$ cat src/design/dna_transition_transversion_counter_core_defines.svh
// ----------------------------------------------------------------------------
// Assertion macros for the transition / transversion counter.
// Shared checking shorthand used at the end of the design modules.
// ----------------------------------------------------------------------------
`ifndef DNA_TRANSITION_TRANSVERSION_COUNTER_CORE_DEFINES_SVH
`define DNA_TRANSITION_TRANSVERSION_COUNTER_CORE_DEFINES_SVH

// Checks that cons holds in the same cycle as ante.
`define DTC_ASSERT_NOW(lbl, ante, cons, msg) \
  lbl: assert property (@(posedge clk) disable iff (!rst_n) (ante) |-> (cons)) \
    else $error(msg);

// Checks that cons holds in the cycle after ante.
`define DTC_ASSERT_NEXT(lbl, ante, cons, msg) \
  lbl: assert property (@(posedge clk) disable iff (!rst_n) (ante) |=> (cons)) \
    else $error(msg);

`endif

$ cat src/design/dtc_pkg.sv
// ----------------------------------------------------------------------------
// dtc_pkg
// Types, constants and the 32-bit population count of the counter.
// ----------------------------------------------------------------------------
package dtc_pkg;

  localparam int WORD_W  = 64;
  localparam int BASES   = WORD_W / 2;
  localparam int CNT_W   = $clog2(BASES + 1);
  localparam int OUT_W   = 40;

  localparam logic [BASES-1:0] M1 = 32'h5555_5555;
  localparam logic [BASES-1:0] M2 = 32'h3333_3333;
  localparam logic [BASES-1:0] M4 = 32'h0F0F_0F0F;

  typedef struct packed {
    logic [CNT_W-1:0] ts;
    logic [CNT_W-1:0] tv;
    logic [CNT_W-1:0] res;
  } cnt_t;

  function automatic logic [CNT_W-1:0] popcount32(input logic [BASES-1:0] x);
    logic [BASES-1:0] v1;
    logic [BASES-1:0] v2;
    logic [BASES-1:0] v3;
    logic [BASES-1:0] v4;
    logic [BASES-1:0] v5;
    v1 = (x & M1) + ((x >> 1) & M1);
    v2 = (v1 & M2) + ((v1 >> 2) & M2);
    v3 = (v2 + (v2 >> 4)) & M4;
    v4 = v3 + (v3 >> 8);
    v5 = v4 + (v4 >> 16);
    return v5[CNT_W-1:0];
  endfunction

endpackage

$ cat src/design/dtc_classify.sv
// ----------------------------------------------------------------------------
// dtc_classify
// Classifies the 32 base positions of one word and counts each class.
// ----------------------------------------------------------------------------
module dtc_classify (
  input  logic [dtc_pkg::WORD_W-1:0] seq_a,
  input  logic [dtc_pkg::WORD_W-1:0] seq_b,
  input  logic [dtc_pkg::WORD_W-1:0] gap_a,
  input  logic [dtc_pkg::WORD_W-1:0] gap_b,
  output dtc_pkg::cnt_t              cnt
);

  logic [dtc_pkg::WORD_W-1:0] diff;
  logic [dtc_pkg::BASES-1:0]  valid;
  logic [dtc_pkg::BASES-1:0]  tv_hit;
  logic [dtc_pkg::BASES-1:0]  ts_hit;

  assign diff = seq_a ^ seq_b;

  always_comb begin
    for (int i = 0; i < dtc_pkg::BASES; i++) begin
      valid[i]  = gap_a[2*i] & gap_b[2*i];
      tv_hit[i] = diff[2*i+1] & valid[i];
      ts_hit[i] = diff[2*i] & ~diff[2*i+1] & valid[i];
    end
  end

  assign cnt.ts  = dtc_pkg::popcount32(ts_hit);
  assign cnt.tv  = dtc_pkg::popcount32(tv_hit);
  assign cnt.res = dtc_pkg::popcount32(valid);

endmodule

$ cat src/design/dtc_accum.sv
// ----------------------------------------------------------------------------
// dtc_accum
// Three saturating running totals that clear after the last word of a pair.
// ----------------------------------------------------------------------------
`include "dna_transition_transversion_counter_core_defines.svh"

module dtc_accum #(
  parameter int COUNT_WIDTH = 40
) (
  input  logic                   clk,
  input  logic                   rst_n,
  input  logic                   en,
  input  logic                   last,
  input  dtc_pkg::cnt_t          cnt,
  output logic [COUNT_WIDTH-1:0] ts_sum,
  output logic [COUNT_WIDTH-1:0] tv_sum,
  output logic [COUNT_WIDTH-1:0] res_sum
);

  localparam int CW = COUNT_WIDTH;
  localparam int CN = dtc_pkg::CNT_W;

  logic [CW-1:0] ts_total_r;
  logic [CW-1:0] tv_total_r;
  logic [CW-1:0] res_total_r;

  function automatic logic [CW-1:0] sat_add(input logic [CW-1:0] t,
                                            input logic [CN-1:0] inc);
    logic [CW:0] s;
    s = {1'b0, t} + {{(CW + 1 - CN){1'b0}}, inc};
    return s[CW] ? {CW{1'b1}} : s[CW-1:0];
  endfunction

  assign ts_sum  = sat_add(ts_total_r, cnt.ts);
  assign tv_sum  = sat_add(tv_total_r, cnt.tv);
  assign res_sum = sat_add(res_total_r, cnt.res);

  always_ff @(posedge clk) begin
    if (!rst_n) begin
      ts_total_r  <= '0;
      tv_total_r  <= '0;
      res_total_r <= '0;
    end else if (en) begin
      if (last) begin
        ts_total_r  <= '0;
        tv_total_r  <= '0;
        res_total_r <= '0;
      end else begin
        ts_total_r  <= ts_sum;
        tv_total_r  <= tv_sum;
        res_total_r <= res_sum;
      end
    end
  end

  `DTC_ASSERT_NEXT(a_clear_after_last, en && last,
    ts_total_r == '0 && tv_total_r == '0 && res_total_r == '0,
    "Totals not cleared after the last word.")
  `DTC_ASSERT_NEXT(a_res_no_wrap, en && !last, res_total_r >= $past(res_total_r),
    "Residue total decreased without a clear.")

endmodule

$ cat src/design/dna_transition_transversion_counter_core.sv
// ----------------------------------------------------------------------------
// dna_transition_transversion_counter_core
// Counts transitions, transversions and gap-free residues over two aligned
// DNA sequences streamed as 64-bit words of 32 two-bit bases, each with a
// gap-filter word whose field low bit marks a valid base. The block takes
// one word per cycle: a word is registered, then classified and counted
// from that register, and its counts go into three saturating totals of
// COUNT_WIDTH bits. On the word marked last the totals, that word
// included, are placed in the output register as one result word and the
// totals clear for the next pair. The rate of one word per cycle is set
// by the single counting stage and holds as long as a pending result is
// taken before the next last word reaches that stage.
// ----------------------------------------------------------------------------
`include "dna_transition_transversion_counter_core_defines.svh"

module dna_transition_transversion_counter_core #(
  parameter int COUNT_WIDTH = 40
) (
  input  logic                              clk,
  input  logic                              rst_n,
  input  logic                              in_valid,
  output logic                              in_ready,
  input  logic [dtc_pkg::WORD_W-1:0]        in_seq_a_word,
  input  logic [dtc_pkg::WORD_W-1:0]        in_seq_b_word,
  input  logic [dtc_pkg::WORD_W-1:0]        in_gap_a_word,
  input  logic [dtc_pkg::WORD_W-1:0]        in_gap_b_word,
  input  logic                              in_last_word,
  output logic                              out_valid,
  input  logic                              out_ready,
  output logic [dtc_pkg::OUT_W-1:0]         out_transitions,
  output logic [dtc_pkg::OUT_W-1:0]         out_transversions,
  output logic [dtc_pkg::OUT_W-1:0]         out_residues
);

  localparam int OW = dtc_pkg::OUT_W;

  logic                       s1_valid_r;
  logic                       s1_valid_nxt;
  logic                       s1_last_r;
  logic [dtc_pkg::WORD_W-1:0] s1_seq_a_r;
  logic [dtc_pkg::WORD_W-1:0] s1_seq_b_r;
  logic [dtc_pkg::WORD_W-1:0] s1_gap_a_r;
  logic [dtc_pkg::WORD_W-1:0] s1_gap_b_r;
  logic                       s1_go;
  logic                       in_take;
  logic                       out_load;

  logic                       out_valid_r;
  logic                       out_valid_nxt;
  logic [OW-1:0]              out_ts_r;
  logic [OW-1:0]              out_tv_r;
  logic [OW-1:0]              out_res_r;

  dtc_pkg::cnt_t              cnt;
  logic [COUNT_WIDTH-1:0]     ts_sum;
  logic [COUNT_WIDTH-1:0]     tv_sum;
  logic [COUNT_WIDTH-1:0]     res_sum;

  assign s1_go    = s1_valid_r && (!s1_last_r || !out_valid_r || out_ready);
  assign in_ready = !s1_valid_r || s1_go;
  assign in_take  = in_valid && in_ready;
  assign out_load = s1_go && s1_last_r;

  assign s1_valid_nxt  = in_take ? 1'b1 : (s1_go ? 1'b0 : s1_valid_r);
  assign out_valid_nxt = out_load ? 1'b1 : (out_ready ? 1'b0 : out_valid_r);

  always_ff @(posedge clk) begin
    if (!rst_n) begin
      s1_valid_r  <= 1'b0;
      out_valid_r <= 1'b0;
    end else begin
      s1_valid_r  <= s1_valid_nxt;
      out_valid_r <= out_valid_nxt;
    end
  end

  always_ff @(posedge clk) begin
    if (in_take) begin
      s1_last_r  <= in_last_word;
      s1_seq_a_r <= in_seq_a_word;
      s1_seq_b_r <= in_seq_b_word;
      s1_gap_a_r <= in_gap_a_word;
      s1_gap_b_r <= in_gap_b_word;
    end
  end

  dtc_classify u_classify (
    .seq_a (s1_seq_a_r),
    .seq_b (s1_seq_b_r),
    .gap_a (s1_gap_a_r),
    .gap_b (s1_gap_b_r),
    .cnt   (cnt)
  );

  dtc_accum #(
    .COUNT_WIDTH (COUNT_WIDTH)
  ) u_accum (
    .clk     (clk),
    .rst_n   (rst_n),
    .en      (s1_go),
    .last    (s1_last_r),
    .cnt     (cnt),
    .ts_sum  (ts_sum),
    .tv_sum  (tv_sum),
    .res_sum (res_sum)
  );

  always_ff @(posedge clk) begin
    if (out_load) begin
      out_ts_r  <= OW'(ts_sum);
      out_tv_r  <= OW'(tv_sum);
      out_res_r <= OW'(res_sum);
    end
  end

  assign out_valid         = out_valid_r;
  assign out_transitions   = out_ts_r;
  assign out_transversions = out_tv_r;
  assign out_residues      = out_res_r;

  `DTC_ASSERT_NEXT(a_last_gives_result, out_load, out_valid_r,
    "Last word did not produce a result word.")
  `DTC_ASSERT_NOW(a_res_bound, s1_valid_r, cnt.res <= dtc_pkg::CNT_W'(dtc_pkg::BASES),
    "Residue count of one word exceeds the base count.")
  `DTC_ASSERT_NOW(a_mismatch_bound, s1_valid_r,
    ({1'b0, cnt.ts} + {1'b0, cnt.tv}) <= {1'b0, cnt.res},
    "Mismatch counts exceed the residue count.")

endmodule

$ cat config.mk
export PLATFORM = sky130hd
export DESIGN_NAME = dna_transition_transversion_counter_core
export DESIGN_NICKNAME = d
export VERILOG_FILES = /design/src/design/dtc_pkg.sv /design/src/design/dtc_classify.sv /design/src/design/dtc_accum.sv /design/src/design/dna_transition_transversion_counter_core.sv
export VERILOG_INCLUDE_DIRS = /design/src /design/src/design
export SDC_FILE = /design/constraint.sdc
export NUM_CORES = 1
export LEC_CHECK = 0
export ABC_AREA = 1
export BUFFER_PORTS_ARGS = -buffer_cell sky130_fd_sc_hd__buf_4
export CORE_MARGIN = 1.5
export CORE_UTILIZATION = 45
export CTS_CLUSTER_DIAMETER = 150
export DETAILED_ROUTE_END_ITERATION = 8
export PLACE_DENSITY_LB_ADDON = 0.05
export SYNTH_ARGS = -nofsm -noshare
export SYNTH_HDL_FRONTEND = slang
export SYNTH_SLANG_ARGS = --single-unit
$ cat constraint.sdc
create_clock -name clk -period 13.75 [get_ports clk]
set_clock_uncertainty 0.1 [all_clocks]
set_input_delay 1.375 -clock clk [delete_from_list [all_inputs] [get_ports clk]]
set_output_delay 1.375 -clock clk [all_outputs]
set_load 0.01 [all_outputs]
==> results.cfg <==
[worst_hold_path]
hold_path_class = flop to flop
hp-start = u_accum.res_total_r[4]

[setup_path]
worstSetupStartpoint = s1_seq_b_r[35]
r2r_start = s1_seq_b_r[35]
slowest_stage = nand4_4
crit_type = flop to flop
critPathLaunchType = flop
required_ns = 14.14
end_kind = flop
cp_common_cell = ha_1
worst_ep_arrival_time_ns = 7.11
slowest_delay_ns = 0.75
cp_max_fo = 34

[layout]
drive_above_1_share_pct = 18.24
seqCellArea_mm2 = 0.01184
final_cell_area_mm2 = 0.02871
fill_cells = 4836
syn_to_final_growth_pct = 18.98
fin_nets = 3389
antenna_cells = 0
stdcell_count = 3638
multi_input_area_mm2 = 0.01103

[clocking]
cts_root_buffer = clkbuf_16
hold_buffers = 0
cts_resized = 0
clockBufferDepth = 3
clock-sinks = 435
tritoncts = done
cts_buffers = 48
clk_latency_ns = 0.57
h-tree-depth = 2
cts_setup_buffers = 0
cts.clk_slew.worst_paths_ns = 0.06

[route]
vias_per_cell = 4.991
wl_per_cell_um = 16.19
vias = 18160
drc = 6
ant_nets = 0
routed_wl_mm = 58.90
drt_iter0_markers = 1165
firstDrtPassIters = 9

[die]
die_x_um = 234.5
io_pins = 383
start_util_pct = 45.73
dieHeight_um = 234.5
placeableCoreArea_mm2 = 0.05276
fp.dieArea_mm2 = 0.05501
fp-row-count = 84

[place]
dp.cells = 3553
gp_congestion = 0.9105
dpl.hpwl_mm = 45.10
place.port_buffers = 318
placed_area_mm2 = 0.02718

[sta]
timing.final.hold_violations = 0
hold-worst-slack_ns = 0.3687
setup_violations = 0
final.setup.tns_ns = 0
period_share_pct = 48.91
tightest_slew_ns = 1.081
slew_headroom_pct = 27.80
drv_slew = 0
rsz0062_at_grt = no
min_period_ns = 6.725
fmax_mhz = 148.7

[yosys]
synthAdderAreaFrac_pct = 12.54
synth_edf_count = 313
seq_area_frac_synth_pct = 49.08
ys_warn_count = 0
netlist_area_mm2 = 0.02413
synth_flop_cell = edfxtp_1
synth_compound_area_share_pct = 4.668
ys_async_sr_fraction_pct = 0
synth_top_family_by_area = simple AND/OR/NAND/NOR gates
synth_mux_area_share_pct = 0
syn_area_per_cell_um2 = 9.319
synth_cell_type_count = 41
synth-simple-area-share_pct = 24.85
synthCells = 2589
synth.net_count = 3063
yosys_register_bits = 435
synth_xor_area_share_pct = 3.630

[global_route]
grt_pass1_wl_mm = 91.71
grt_pass1_vias = 17650
overflow = 0
antenna_found_initial = 1
grt_max_degree = 82
grtUsageTotal_pct = 21.31

[pwr]
total_leakage_power_nw = 12.89
p_per_area_mw_per_mm2 = 126.4
ir_drop_v = 0.00009604

[job]
drv_cap = 0

[run_status]
violations = design-rule violations
status = complete, but fails checks
==> worst paths after layout <==
kind	to	slack (ns)	depth (start not counted)
max reg2reg	u_accum.ts_total_r[26]	7.02	25
min reg2reg	u_accum.res_total_r[4]	0.37	2
max	u_accum.ts_total_r[26]	7.02	25
min	u_accum.res_total_r[4]	0.37	2
==> report_power, final <==
group | internal, mW | leakage (nW) | switching [mW]
logic | 0.344 | 7.97 | 0.511
registers | 1.49 | 4.18 | 0.0228
clock network | 0.746 | 0.742 | 0.514
total | 2.58 | 12.9 | 1.05
==> area by class of cell <==
type	instances	share of cell area, %
timing repair buffer	325	8.500
clock inverter	25	0.9110
inverter	265	3.500
multi-input combinational	1840	38.42
tap	688	2.999
sequential	435	41.25
clock buffer	60	4.416
==> placed cells by master, fill, tap and decap left out, drive strengths merged, types with 4 or more instances in the layout <==
master,synthesis,final
nand2,753,753
buf,22,325
edfxtp,313,313
inv,265,265
nor2,236,236
nand3,208,208
a21oi,172,172
ha,165,165
dfxtp,122,122
xor2,68,68
clkbuf,27,60
fa,48,48
nor3,34,34
xnor2,32,32
o21ai,30,30
or2,27,27
nand3b,26,26
nand4,24,24
clkinv,0,17
and2,5,5
bufinv,0,5
a31oi,4,4
==> critical path: cells and delay by family (launching register included) <==
family / cells / cell delay, ns
xor gates and xnor gates: 2 / 0.36
DFF: 1 / 0.39
adders and majority gates: 7 / 2.73
and+or+nand+nor: 7 / 1.90
AOI/OAI and AO/OA: 5 / 0.91
buffers and inverters: 4 / 0.26
==> routing by layer <==
layer | wire, um | track usage, % | share of wire [%] | up-vias
li1 | - | - | - | 9220
met1 | 27510 | 29.49 | 47 | 8431
met2 | 26690 | 34.29 | 45 | 422
met3 | 3062 | 3.282 | 5.2 | 84
met4 | 1628 | 6.768 | 2.8 | 0
met5 | 0 | 0 | 0 | -
==> Yosys cell counts, types with 3 or more instances <==
library cell / instances / area (um^2)
a31oi_1: 4 / 25.02
nand2_2: 19 / 118.9
nand4_1: 23 / 143.9
fa_1: 48 / 960.9
nor2_2: 12 / 75.07
nand3b_1: 25 / 187.7
o21ai_1: 6 / 30.03
or2_1: 11 / 68.82
dfxtp_1: 122 / 2442
xor2_1: 68 / 595.6
nand3_1: 133 / 665.6
inv_1: 260 / 975.9
or2_2: 16 / 100.1
clkbuf_1: 27 / 101.4
buf_2: 10 / 50.05
ha_1: 165 / 2064
o21ai_0: 19 / 95.09
buf_6: 9 / 101.4
and2_1: 5 / 31.28
inv_2: 5 / 18.77
a21oi_1: 171 / 855.8
nand3_2: 73 / 730.7
nor2_1: 221 / 829.6
nor3_1: 32 / 160.2
xnor2_1: 32 / 280.3
edfxtp_1: 313 / 9399
nand2_1: 734 / 2755
o21bai_1: 3 / 22.52
a21o_1: 3 / 22.52
o21ai_2: 3 / 26.28
nor2_4: 3 / 33.78
==> sequential cells by signal, summed over array words and instances (netlist names) <==
name / flops
out_residues: 40
out_transitions: 40
out_transversions: 40
out_valid: 1
s1_gap_a_r: 32
s1_gap_b_r: 32
s1_last_r: 1
s1_seq_a_r: 64
s1_seq_b_r: 64
s1_valid_r: 1
u_accum.res_total_r: 40
u_accum.ts_total_r: 40
u_accum.tv_total_r: 40
==> stage by stage <==
stage	worst slack, ns	power (mW)	util (%)
2_1_floorplan	7.707	2.122	-
3_3_place_gp	7.116	2.383	51.51
3_5_place_dp	6.975	2.406	51.51
4_1_cts	6.950	3.682	54.41
5_1_grt	6.576	3.832	54.41
6_report	7.025	3.629	54.41
==> kinds of logic (layout without fill, tap and decap cells) <==
kind of cell               Yosys count  in the layout
AOI/OAI and AO/OA                  213            213
DFF                                435            435
xor gates and xnor gates           100            100
and+or+nand+nor                   1314           1314
buffers and inverters              314            675
adders and majority gates          213            213
Note: power is estimated with default switching activity, not from simulation.
